$ cat src/rtl/core/slsq_pkg.sv
// Shared types, codes and constants for the status LED sequencer.
`timescale 1ns / 1ps

package slsq_pkg;

    localparam int FLAG_BITS_DEF = 32;
    localparam int FLAG_WORD_W   = 32;

    localparam int MODE_W   = 3;
    localparam int OP_W     = 2;
    localparam int LEN_W    = 6;
    localparam int POS_W    = 7;
    localparam int HOLD_W   = 7;
    localparam int PERIOD_W = 6;
    localparam int LED_W    = 3;

    localparam int IN_DATA_W  = 80;
    localparam int OUT_DATA_W = 16;
    localparam int CFG_DATA_W = 7;

    // modes
    localparam logic [MODE_W-1:0] MODE_HW     = 3'd0;
    localparam logic [MODE_W-1:0] MODE_BURN   = 3'd1;
    localparam logic [MODE_W-1:0] MODE_SHUT   = 3'd2;
    localparam logic [MODE_W-1:0] MODE_REPORT = 3'd3;
    localparam logic [MODE_W-1:0] MODE_DIVE   = 3'd4;
    localparam logic [MODE_W-1:0] MODE_EXIT   = 3'd5;

    // event kinds
    localparam logic [OP_W-1:0] OP_TICK   = 2'd0;
    localparam logic [OP_W-1:0] OP_SET    = 2'd1;
    localparam logic [OP_W-1:0] OP_REPORT = 2'd2;

    // configuration register indexes
    localparam logic CFG_DIVE_PERIOD = 1'b0;
    localparam logic CFG_HOLD_LIMIT  = 1'b1;

    localparam logic [PERIOD_W-1:0] DIVE_PERIOD_RST = 6'd40;
    localparam logic [HOLD_W-1:0]   HOLD_LIMIT_RST  = 7'd80;
    localparam logic [LEN_W-1:0]    CODE_MAX        = 6'd62;
    localparam logic [HOLD_W-1:0]   HOLD_MAX        = 7'd127;

    // LED bit order in owner and level vectors: green, yellow, red
    typedef struct packed {
        logic [MODE_W-1:0]   mode;
        logic [MODE_W-1:0]   return_mode;
        logic [1:0]          chase_phase;
        logic [POS_W-1:0]    bit_position;
        logic [LEN_W-1:0]    code_bits;
        logic [HOLD_W-1:0]   hold_ticks;
        logic [PERIOD_W-1:0] dive_ticks;
        logic [LED_W-1:0]    led_owner;
        logic [LED_W-1:0]    led_level;
    } t_ctl;

    typedef struct packed {
        logic [PERIOD_W-1:0] dive_period;
        logic [HOLD_W-1:0]   hold_limit;
    } t_cfg;

endpackage

$ cat src/rtl/core/slsq_step.sv
// Next-state logic of the sequencer for one event.
`timescale 1ns / 1ps

module slsq_step #(
    parameter int FLAG_BITS = slsq_pkg::FLAG_BITS_DEF,
    parameter int FLAG_USED = (FLAG_BITS < slsq_pkg::FLAG_WORD_W) ? FLAG_BITS
                                                                   : slsq_pkg::FLAG_WORD_W
) (
    input  slsq_pkg::t_ctl                   i_ctl,
    input  slsq_pkg::t_cfg                   i_cfg,
    input  logic [slsq_pkg::OP_W-1:0]        i_opcode,
    input  logic [slsq_pkg::MODE_W-1:0]      i_new_mode,
    input  logic [slsq_pkg::LEN_W-1:0]       i_code_length,
    input  logic [FLAG_USED-1:0]             i_warn_store,
    input  logic [FLAG_USED-1:0]             i_error_store,
    output slsq_pkg::t_ctl                   o_ctl,
    output logic                             o_load_flags
);
    import slsq_pkg::*;

    localparam int IDX_W = (FLAG_USED > 1) ? $clog2(FLAG_USED) : 1;

    function automatic t_ctl apply_mode(t_ctl s, logic [MODE_W-1:0] m);
        t_ctl r;
        r = s;
        case (m)
            MODE_HW: begin
                r.led_owner = 3'b000;
            end
            MODE_BURN: begin
                r.led_owner   = 3'b111;
                r.led_level   = 3'b100;
                r.chase_phase = 2'd0;
            end
            MODE_SHUT, MODE_REPORT: begin
                r.led_owner = 3'b111;
                r.led_level = 3'b000;
            end
            default: begin
                r.led_owner  = 3'b001;
                r.led_level  = 3'b001;
                r.dive_ticks = '0;
            end
        endcase
        r.mode = m;
        return r;
    endfunction

    function automatic t_ctl leave_report(t_ctl s);
        logic [MODE_W-1:0] t;
        t = (s.return_mode > MODE_DIVE) ? MODE_HW : s.return_mode;
        return apply_mode(s, t);
    endfunction

    logic [LEN_W-1:0]    pair;
    logic                odd;
    logic                err_flag;
    logic                warn_flag;
    logic [LEN_W-1:0]    code_p1;
    logic [HOLD_W-1:0]   hold_inc;
    logic [PERIOD_W:0]   dive_inc;
    t_ctl                n;

    assign pair    = i_ctl.bit_position[POS_W-1:1];
    assign odd     = i_ctl.bit_position[0];
    assign code_p1 = i_ctl.code_bits + LEN_W'(1);
    assign hold_inc = (i_ctl.hold_ticks < HOLD_MAX) ? i_ctl.hold_ticks + HOLD_W'(1)
                                                    : i_ctl.hold_ticks;
    assign dive_inc = {1'b0, i_ctl.dive_ticks} + (PERIOD_W + 1)'(1);

    // flags past the stored width read as zero
    always_comb begin
        err_flag  = 1'b0;
        warn_flag = 1'b0;
        if ({1'b0, pair} < (LEN_W + 1)'(FLAG_USED)) begin
            err_flag  = i_error_store[pair[IDX_W-1:0]];
            warn_flag = i_warn_store[pair[IDX_W-1:0]];
        end
    end

    always_comb begin
        n            = i_ctl;
        o_load_flags = 1'b0;
        case (i_opcode)
            OP_TICK: begin
                case (i_ctl.mode)
                    MODE_BURN: begin
                        case (i_ctl.chase_phase)
                            2'd0: begin
                                n.led_owner    = i_ctl.led_owner | 3'b110;
                                n.led_level[1] = 1'b1;
                                n.led_level[2] = 1'b0;
                                n.chase_phase  = 2'd1;
                            end
                            2'd1: begin
                                n.led_owner    = i_ctl.led_owner | 3'b011;
                                n.led_level[0] = 1'b1;
                                n.led_level[1] = 1'b0;
                                n.chase_phase  = 2'd2;
                            end
                            default: begin
                                n.led_owner    = i_ctl.led_owner | 3'b101;
                                n.led_level[2] = 1'b1;
                                n.led_level[0] = 1'b0;
                                n.chase_phase  = 2'd0;
                            end
                        endcase
                    end
                    MODE_REPORT: begin
                        if (pair < i_ctl.code_bits) begin
                            if (odd) begin
                                n.led_owner[1] = 1'b1;
                                n.led_level[1] = 1'b1;
                                if (err_flag) begin
                                    n.led_owner[2] = 1'b1;
                                    n.led_level[2] = 1'b1;
                                end
                                if (warn_flag) begin
                                    n.led_owner[0] = 1'b1;
                                    n.led_level[0] = 1'b1;
                                end
                            end else begin
                                n.led_owner = 3'b111;
                                n.led_level = 3'b000;
                            end
                            n.bit_position = i_ctl.bit_position + POS_W'(1);
                        end else if (pair == i_ctl.code_bits) begin
                            if (odd) begin
                                n.led_owner    = 3'b111;
                                n.led_level    = 3'b000;
                                n.bit_position = i_ctl.bit_position + POS_W'(1);
                            end else begin
                                // summary: red if any error flag, yellow always
                                if (|i_error_store) begin
                                    n.led_owner[2] = 1'b1;
                                    n.led_level[2] = 1'b1;
                                end
                                n.led_owner[1] = 1'b1;
                                n.led_level[1] = 1'b1;
                                n.bit_position = {code_p1, 1'b0};
                                n.hold_ticks   = '0;
                            end
                        end else begin
                            n.hold_ticks = hold_inc;
                            if (hold_inc > i_cfg.hold_limit) begin
                                n = leave_report(n);
                            end
                        end
                    end
                    MODE_DIVE: begin
                        n.led_owner[0] = 1'b1;
                        n.led_level[0] = (i_ctl.dive_ticks == '0);
                        n.dive_ticks   = (dive_inc >= {1'b0, i_cfg.dive_period})
                                         ? '0 : dive_inc[PERIOD_W-1:0];
                    end
                    MODE_EXIT: begin
                        n = apply_mode(i_ctl, MODE_HW);
                    end
                    default: begin
                    end
                endcase
            end
            OP_SET: begin
                if (i_new_mode == MODE_EXIT) begin
                    n = leave_report(i_ctl);
                end else if (i_new_mode < MODE_EXIT) begin
                    if (i_ctl.mode == MODE_REPORT) begin
                        n.return_mode = i_new_mode;
                    end else begin
                        n = apply_mode(i_ctl, i_new_mode);
                    end
                end
            end
            OP_REPORT: begin
                o_load_flags   = 1'b1;
                n.code_bits    = (i_code_length > CODE_MAX) ? CODE_MAX : i_code_length;
                n.bit_position = '0;
                if (i_ctl.mode == MODE_REPORT) begin
                    // report mode is re-entered once the new one ends
                    n.return_mode = MODE_REPORT;
                end else begin
                    n.return_mode = i_ctl.mode;
                    n = apply_mode(n, MODE_REPORT);
                end
            end
            default: begin
            end
        endcase
        o_ctl = n;
    end

endmodule

$ cat src/rtl/core/slsq_out_stage.sv
// Result register with valid flag between the sequencer and its consumer.
`timescale 1ns / 1ps

module slsq_out_stage (
    input  logic                              i_clk,
    input  logic                              i_rst_n,
    input  logic                              i_load,
    input  logic [slsq_pkg::OUT_DATA_W-1:0]   i_data,
    input  logic                              i_ready,
    output logic                              o_valid,
    output logic [slsq_pkg::OUT_DATA_W-1:0]   o_data,
    output logic                              o_can_load
);
    import slsq_pkg::*;

    logic                  r_valid;
    logic [OUT_DATA_W-1:0] r_data;

    // free when empty or when the held result leaves this cycle
    assign o_can_load = !r_valid || i_ready;

    always_ff @(posedge i_clk) begin
        if (!i_rst_n) begin
            r_valid <= 1'b0;
        end else if (i_load) begin
            r_valid <= 1'b1;
        end else if (i_ready) begin
            r_valid <= 1'b0;
        end
    end

    always_ff @(posedge i_clk) begin
        if (i_load) begin
            r_data <= i_data;
        end
    end

    assign o_valid = r_valid;
    assign o_data  = r_data;

endmodule

$ cat src/rtl/core/status_led_sequencer_unit.sv
// Top level of the status LED sequencer: state, configuration and result stage.
//
//  channel   direction  handshake                       payload
//  s_axis    in         s_axis_tvalid / s_axis_tready   tuser opcode, tdata event fields
//  m_axis    out        m_axis_tvalid / m_axis_tready   tdata LED levels, owners, mode
//  cfg       in         i_cfg_valid / o_cfg_ready       i_cfg_index, i_cfg_data
//
// One event per cycle unless stalled; the result register loads at the transfer edge.
// State and result register update together at the input transfer edge.
// s_axis_tready drops only while a result is held and m_axis_tready is low.
// Synchronous active-low reset; no clearing pass, all state is in flip-flops.
// Configuration writes are always taken.
`timescale 1ns / 1ps

module status_led_sequencer_unit #(
    parameter int FLAG_BITS = slsq_pkg::FLAG_BITS_DEF
) (
    input  logic                              i_clk,
    input  logic                              i_rst_n,
    input  logic                              s_axis_tvalid,
    output logic                              s_axis_tready,
    // [1:0] opcode
    input  logic [slsq_pkg::OP_W-1:0]         s_axis_tuser,
    // [2:0] new_mode, [8:3] code_length, [40:9] warn_bits, [72:41] error_bits, rest zero
    input  logic [slsq_pkg::IN_DATA_W-1:0]    s_axis_tdata,
    output logic                              m_axis_tvalid,
    input  logic                              m_axis_tready,
    // [0] green_on, [1] yellow_on, [2] red_on, [3] green_owner, [4] yellow_owner,
    // [5] red_owner, [8:6] current_mode, rest zero
    output logic [slsq_pkg::OUT_DATA_W-1:0]   m_axis_tdata,
    input  logic                              i_cfg_valid,
    output logic                              o_cfg_ready,
    input  logic                              i_cfg_index,
    input  logic [slsq_pkg::CFG_DATA_W-1:0]   i_cfg_data
);
    import slsq_pkg::*;

    localparam int FLAG_USED = (FLAG_BITS < FLAG_WORD_W) ? FLAG_BITS : FLAG_WORD_W;

    t_ctl                r_ctl;
    t_ctl                n_ctl;
    t_cfg                r_cfg;
    logic [FLAG_USED-1:0] r_warn_store;
    logic [FLAG_USED-1:0] r_error_store;
    logic                load_flags;
    logic                can_load;
    logic                in_fire;

    logic [MODE_W-1:0]      in_new_mode;
    logic [LEN_W-1:0]       in_code_length;
    logic [FLAG_WORD_W-1:0] in_warn;
    logic [FLAG_WORD_W-1:0] in_error;
    logic [OUT_DATA_W-1:0]  res_data;

    assign in_new_mode    = s_axis_tdata[2:0];
    assign in_code_length = s_axis_tdata[8:3];
    assign in_warn        = s_axis_tdata[40:9];
    assign in_error       = s_axis_tdata[72:41];

    assign s_axis_tready = can_load;
    assign in_fire       = s_axis_tvalid && can_load;
    assign o_cfg_ready   = 1'b1;

    always_ff @(posedge i_clk) begin
        if (!i_rst_n) begin
            r_cfg.dive_period <= DIVE_PERIOD_RST;
            r_cfg.hold_limit  <= HOLD_LIMIT_RST;
        end else if (i_cfg_valid) begin
            case (i_cfg_index)
                CFG_DIVE_PERIOD: r_cfg.dive_period <= i_cfg_data[PERIOD_W-1:0];
                CFG_HOLD_LIMIT:  r_cfg.hold_limit  <= i_cfg_data[HOLD_W-1:0];
                default: begin
                end
            endcase
        end
    end

    slsq_step #(
        .FLAG_BITS (FLAG_BITS),
        .FLAG_USED (FLAG_USED)
    ) u_step (
        .i_ctl         (r_ctl),
        .i_cfg         (r_cfg),
        .i_opcode      (s_axis_tuser),
        .i_new_mode    (in_new_mode),
        .i_code_length (in_code_length),
        .i_warn_store  (r_warn_store),
        .i_error_store (r_error_store),
        .o_ctl         (n_ctl),
        .o_load_flags  (load_flags)
    );

    always_ff @(posedge i_clk) begin
        if (!i_rst_n) begin
            r_ctl         <= '0;
            r_warn_store  <= '0;
            r_error_store <= '0;
        end else if (in_fire) begin
            r_ctl <= n_ctl;
            if (load_flags) begin
                r_warn_store  <= in_warn[FLAG_USED-1:0];
                r_error_store <= in_error[FLAG_USED-1:0];
            end
        end
    end

    assign res_data = {(OUT_DATA_W - MODE_W - 2 * LED_W)'(0),
                       n_ctl.mode, n_ctl.led_owner, n_ctl.led_level};

    slsq_out_stage u_out (
        .i_clk      (i_clk),
        .i_rst_n    (i_rst_n),
        .i_load     (in_fire),
        .i_data     (res_data),
        .i_ready    (m_axis_tready),
        .o_valid    (m_axis_tvalid),
        .o_data     (m_axis_tdata),
        .o_can_load (can_load)
    );

    a_result_follows: assert property (@(posedge i_clk) disable iff (!i_rst_n)
        in_fire |=> m_axis_tvalid)
        else $error("accepted event produced no result");

    a_report_entered: assert property (@(posedge i_clk) disable iff (!i_rst_n)
        (in_fire && s_axis_tuser == OP_REPORT) |=> r_ctl.mode == MODE_REPORT)
        else $error("report request did not enter report mode");

    a_hw_released: assert property (@(posedge i_clk) disable iff (!i_rst_n)
        (r_ctl.mode == MODE_HW) |-> (r_ctl.led_owner == 3'b000))
        else $error("hardware mode with a processor-driven LED");

    a_shut_dark: assert property (@(posedge i_clk) disable iff (!i_rst_n)
        (r_ctl.mode == MODE_SHUT) |-> (r_ctl.led_owner == 3'b111 && r_ctl.led_level == 3'b000))
        else $error("shutdown mode with an LED lit or released");

endmodule
$ cat config.mk
export PLATFORM = sky130hd
export DESIGN_NAME = status_led_sequencer_unit
export DESIGN_NICKNAME = d
export VERILOG_FILES = /design/src/rtl/core/slsq_pkg.sv /design/src/rtl/core/slsq_step.sv /design/src/rtl/core/slsq_out_stage.sv /design/src/rtl/core/status_led_sequencer_unit.sv
export SDC_FILE = /design/constraint.sdc
export NUM_CORES = 1
export LEC_CHECK = 0
export BUFFER_PORTS_ARGS = -buffer_cell sky130_fd_sc_hd__buf_2
export CORE_AREA = 3 3 127 129
export DETAILED_ROUTE_END_ITERATION = 6
export DIE_AREA = 0 0 130 132
export HOLD_SLACK_MARGIN = 0.06
export PLACE_DENSITY = 0.77
export SYNTH_ARGS = -nofsm -noshare
export SYNTH_HDL_FRONTEND = slang
export SYNTH_SLANG_ARGS = --single-unit
$ cat constraint.sdc
create_clock -name i_clk -period 5.02 [get_ports i_clk]
set_input_delay 0.502 -clock i_clk [delete_from_list [all_inputs] [get_ports i_clk]]
set_output_delay 0.502 -clock i_clk [all_outputs]
set_load 0.005 [all_outputs]
== Word-level counts from Yosys, hierarchy flattened ==
Index checks and enable logic that the tools add are counted.

* Bits of input ports: 95
* Output and inout bits: 19
* Register bits after elaboration: 127
* Logic and storage cells: 158

* Reductions and logical operators: 28
* $add $sub $neg: 4
* Muxes and demuxes: 67
* Magnitude comparators: 9
* Equal/unequal tests: 30
* Bitwise logic cells: 5

{| class="wikitable"
|+ Operator list
! kind !! count
|-
| $mux W40 || 3
|-
| $pmux W40 S3 || 1
|-
| $mux W6 || 10
|-
| $mux W7 || 6
|-
| $mux W34 || 1
|-
| $reduce_or A32 Y1 || 1
|-
| $pmux W6 S2 || 2
|-
| $mux W20 || 1
|-
| $reduce_and A10 Y1 || 2
|-
| $mux W19 || 1
|-
| $ne A3 B2 Y1 const B || 6
|-
| $pmux W3 S2 || 3
|-
| $pmux W3 S3 || 2
|-
| $mux W8 || 2
|-
| $eq A3 B2 Y1 const B || 5
|-
| $mux W1 || 15
|-
| $mux W3 || 5
|-
| $add A7 B1 Y7 const B || 2
|-
| $pmux W2 S2 || 3
|-
| $bmux W1 S5 || 2
|-
| $eq A3 B1 Y1 const B || 3
|-
| $eq A3 B3 Y1 const B || 3
|-
| $mux W2 || 4
|-
| $reduce_bool A2 Y1 || 4
|-
| 37 further kinds || 56
|}

== Depth between registers and ports, before layout ==
* Word-level depth: 10
* Mapped depth: 14

== Hierarchy ==
From an unflattened synthesis, not the netlist that was laid out.

* Cell total of the unflattened synthesis: 1038
* Area, all modules: 8403.1 µm²

{| class="wikitable"
|+ Modules (own cells, without submodules)
! module !! area each (µm²) !! cells an instance !! times used
|-
| status_led_sequencer_unit || 4404.2 || 515 || 1
|-
| slsq_step || 3469.6 || 503 || 1
|-
| slsq_out_stage || 529.3 || 20 || 1
|}

== Worst setup path before layout ==
OpenSTA, ideal clock, no wires.

* Path type: flip-flop to flip-flop
* Start point: register r_ctl[14] in the netlist's numbering
* End point: register u_out.r_data[1] (netlist: u_out.o_data[1]) (data pin)
* Required time: 4.746 ns
* Stages on the path, launching flop included: 13
* Buffers on the path: 0
* Slack: 2.046 ns
* Arrival: 2.700 ns
* Library setup time: 0.274 ns
* Cell sequence: dfxtp_1 -> nand3_1 -> or4_1 -> o21a_1 -> ha_1 -> nand3_1 -> nor2_1 -> a211oi_2 -> nor2_1 -> o211ai_1 -> a31oi_1 -> a2111oi_0 -> nor2_1

{| class="wikitable"
|+ RTL lines
! element !! RTL line !! source
|-
| start, declared || status_led_sequencer_unit.sv:40 || <nowiki>t_ctl r_ctl;</nowiki>
|-
| start signal, assigned || status_led_sequencer_unit.sv:99 || <nowiki>r_ctl <= n_ctl;</nowiki>
|-
| end signal, assigned || slsq_out_stage.sv:34 || <nowiki>r_data <= i_data;</nowiki>
|-
| end, declared || slsq_out_stage.sv:17 || <nowiki>logic [OUT_DATA_W-1:0] r_data;</nowiki>
|}

==> summary.md <==
| Metric | Value |
|---|---|
| Critical path endpoint category | register |
| Worst Hold Class | input pin to register |
| Worst setup SP type | register |
| Slew margin rel. | 0.231 |
| Ys flop type | dfxtp_1 |
| I/O Buffers | 98 |
| Final net count | 1145 |
| Area grow syn2layout | 14.1% |
| First-pass GRT wire length | 31500 um |
| Clk root buf | clkbuf_16 |
| Mapped Area | between 0.007 and 0.008 mm2 |
| # diodes | 0 |
| Num CTS Buffers | 17 |
| IO Pins | 114 |
| Clk_lat worst skew | 430 ps |
| Mapped Cells | 969 |
| CTS clk-pin slew, worst paths | about 60 ps |
| Routed len/inst | 15.2 um |
| FFs w/ async S/R, synth | 0 |
| Grt total ovfl | 0 |
| Status | complete, no violations |
| Gr usage total | 0.222 |
| RSZ-0062 raised after global routing | false |
| Clk_skew | 15.3 ps |
| Initial Utilization | 0.491 |
| Clock buffer depth | 2 |
| Final Util | 0.561 |
| Worst-Margin Slew | between 1000 and 1500 ps |
| Post-layout instance area | approximately 0.0085 mm2 |
| Share of cells above drive strength 1 | 0.160 |
| Chip width | roughly 130 um |
| Yosys reg bits | roughly 130 |
| PD cells | 300 mW/mm2 |
| DRC | 0 |
| Htree depth | 4 |
| Initial antenna violation count | 0 |
| TritonCTS clock tree | built |
| # rows | 45 |
| Final slew viol count | 0 |
| CP Data Required Time | 5160 ps |
| RD Place Congestion | 0.908 |
| Setup Fix Bufs, Post-CTS | 0 |
| Chip height | approximately 130 um |
| Avg Synthesized Cell Area | 7.68 um2 |
| Critical Path Start | r_ctl[14] |
| Max Fclk | 285 MHz |
| Vias in the first global route | 6630 |
| Post-synthesis sequential area ratio | 0.354 |
| Crit path time final | 3510 ps |
| Netlist cell types | 69 |
| Final hold vios | 0 |
| Worst Setup Path Type | register to register |
| Setup TNS | 0 ps |
| Final setup vio count | 0 |
| EDFF count, synth | 9 |
| Crit-path max FO | 5 |
| Hold_buf cts | 0 |
| Via count | between 7000 and 8000 |
| Hold Startpoint | s_axis_tdata[28] |
| HPWL after detailed placement | 12900 um |
| LEAKAGE | 3.29 nW |
| CTS sink cnt | 127 |
| Yosys warns | 0 |
| CP arrival | 3640 ps |
| Largest net degree at the start of global routing | 89 |
| Post-CTS resize count | 0 |
| MaxCap Viol Count | 0 |
| Routed wire length | 18600 um |
| Placed cell area | ~0.0079 mm2 |
| Final Cycle Share | 0.698 |
| Post-route ant nets | 0 |
| VDD IR max | 233 uV |
| Critical R2R Launch | r_ctl[14] |
| Vias/cell | 5.83 |
| DRT Pass-1 Iters | 6 |
| Die area | 0.0172 mm2 |
| Core footprint | 0.0151 mm2 |
| Initial DRC count | 693 |
-- layout make-up --
cell class                      count  area (um2)
Fill cell                        1417        6660
Clock buffer                       19         453
Tap cell                          188         235
Inverter                           40         150
Timing Repair Buffer              103         528
Clock inverter                     13         138
Multi-Input combinational cell    733        4350
Sequential cell                   127        2630
-- synth_stat cells, types with 10 or more instances --
cell | count | area, um2
a31oi_1 | 10 | 62.6
nand2_1 | 200 | 751
nor4_1 | 11 | 68.8
a22oi_1 | 13 | 97.6
dfxtp_1 | 118 | 2360
mux4_2 | 15 | 338
a21oi_1 | 124 | 621
nand3_1 | 37 | 185
nor2_1 | 67 | 251
ha_1 | 28 | 350
inv_1 | 38 | 143
clkbuf_1 | 57 | 214
xnor2_1 | 10 | 87.6
buf_4 | 10 | 75.1
nor2b_1 | 12 | 75.1
nor3_1 | 20 | 100
o21ai_0 | 48 | 240
nand2b_1 | 10 | 62.6
-- stage by stage --
step,total power [mW],instances,worst slack (ps),hold slack (ps)
CTS,2.56,1223,1520,295
global placement,1.34,1191,1600,440
detailed placement,1.35,1191,1540,444
finish,2.55,1223,1510,308
floorplan,1.27,975,2050,432
global route,2.64,1223,1150,306
-- layer usage --
metal / vias to the layer above / part of all wire / GRT usage
li1: 3533 / - / -
met1: 3322 / 0.43 / 0.294
met2: 238 / 0.49 / 0.360
met3: 32 / 0.062 / 0.0490
met4: 0 / 0.020 / 0.0756
met5: - / 0 / 0
-- layout by cell type (no fill, tap or decap), types with 4 or more instances in the layout --
cell	synthesis	routed
buf_2	4	98
nor3_1	20	20
buf_4	10	5
o21ai_0	48	48
a31oi_1	10	10
a221oi_1	4	4
nand2b_1	10	10
a22oi_1	13	13
nor3b_1	4	4
dfxtp_1	118	118
o211ai_1	7	7
nor2_1	67	67
and3_1	9	8
nand3_1	37	37
clkbuf_16	0	17
clkinv_2	0	4
inv_1	38	38
ha_1	28	28
mux2i_1	9	9
nor4_1	11	11
xnor2_1	10	10
conb_1	2	8
nand4_1	6	6
a21o_1	4	4
o31ai_1	4	4
nand2_1	200	199
o21a_1	5	5
a211oi_1	4	4
edfxtp_1	9	9
xor2_1	4	4
nor2b_1	12	12
mux4_2	15	15
a21oi_1	124	124
a2111oi_0	4	4
-- path summary, 6_finish.rpt --
path | endpoint | slack (ps) | cells after the start
min reg2reg | r_warn_store[3] | 450 | 2
max | u_out.o_data[1] | 1510 | 14
min | r_warn_store[19] | 310 | 3
max reg2reg | u_out.o_data[1] | 1510 | 14
-- sequential cells by signal, summed over array words and instances (netlist names) --
| name | cells |
|---|---|
| r_ctl | 40 |
| r_error_store | 32 |
| r_warn_store | 32 |
| r_cfg | 13 |
| u_out.o_data | 9 |
| u_out.o_valid | 1 |
-- cell families (layout without fill, tap and decap cells) --
group | Yosys count | count (layout) | synth area share
and+or+nand+nor | 391 | 391 | 0.232
DFF | 127 | 127 | 0.354
AOI/OAI and AO/OA | 264 | 264 | 0.215
adders and majority gates | 28 | 28 | 0.0471
buffers and inverters | 115 | 175 | 0.0649
muxes | 28 | 28 | 0.0696
xor gates and xnor gates | 14 | 14 | 0.0165
other | 2 | 8 | 0.00101
-- power by group --
group	switching [mW]	leakage, nW	internal, mW	total, mW
Clock	0.460	0.285	0.755	1.21
Sequential	0.0253	1.05	1.05	1.08
Combinational	0.153	1.95	0.0986	0.252
-- worst max-delay path: stages (launching register included) --
cell	delay (ps)
dfxtp_1	400
nand3_1	130
nor2_1	160
nand4_1	210
nand4_1	170
xnor2_1	160
ha_1	280
nand3_1	100
nor2_1	80
a211oi_2	290
nor2_1	170
o211ai_1	200
a31oi_1	130
a2111oi_0	570
nor2_1	160
Note: power is estimated with default switching activity, not from simulation.
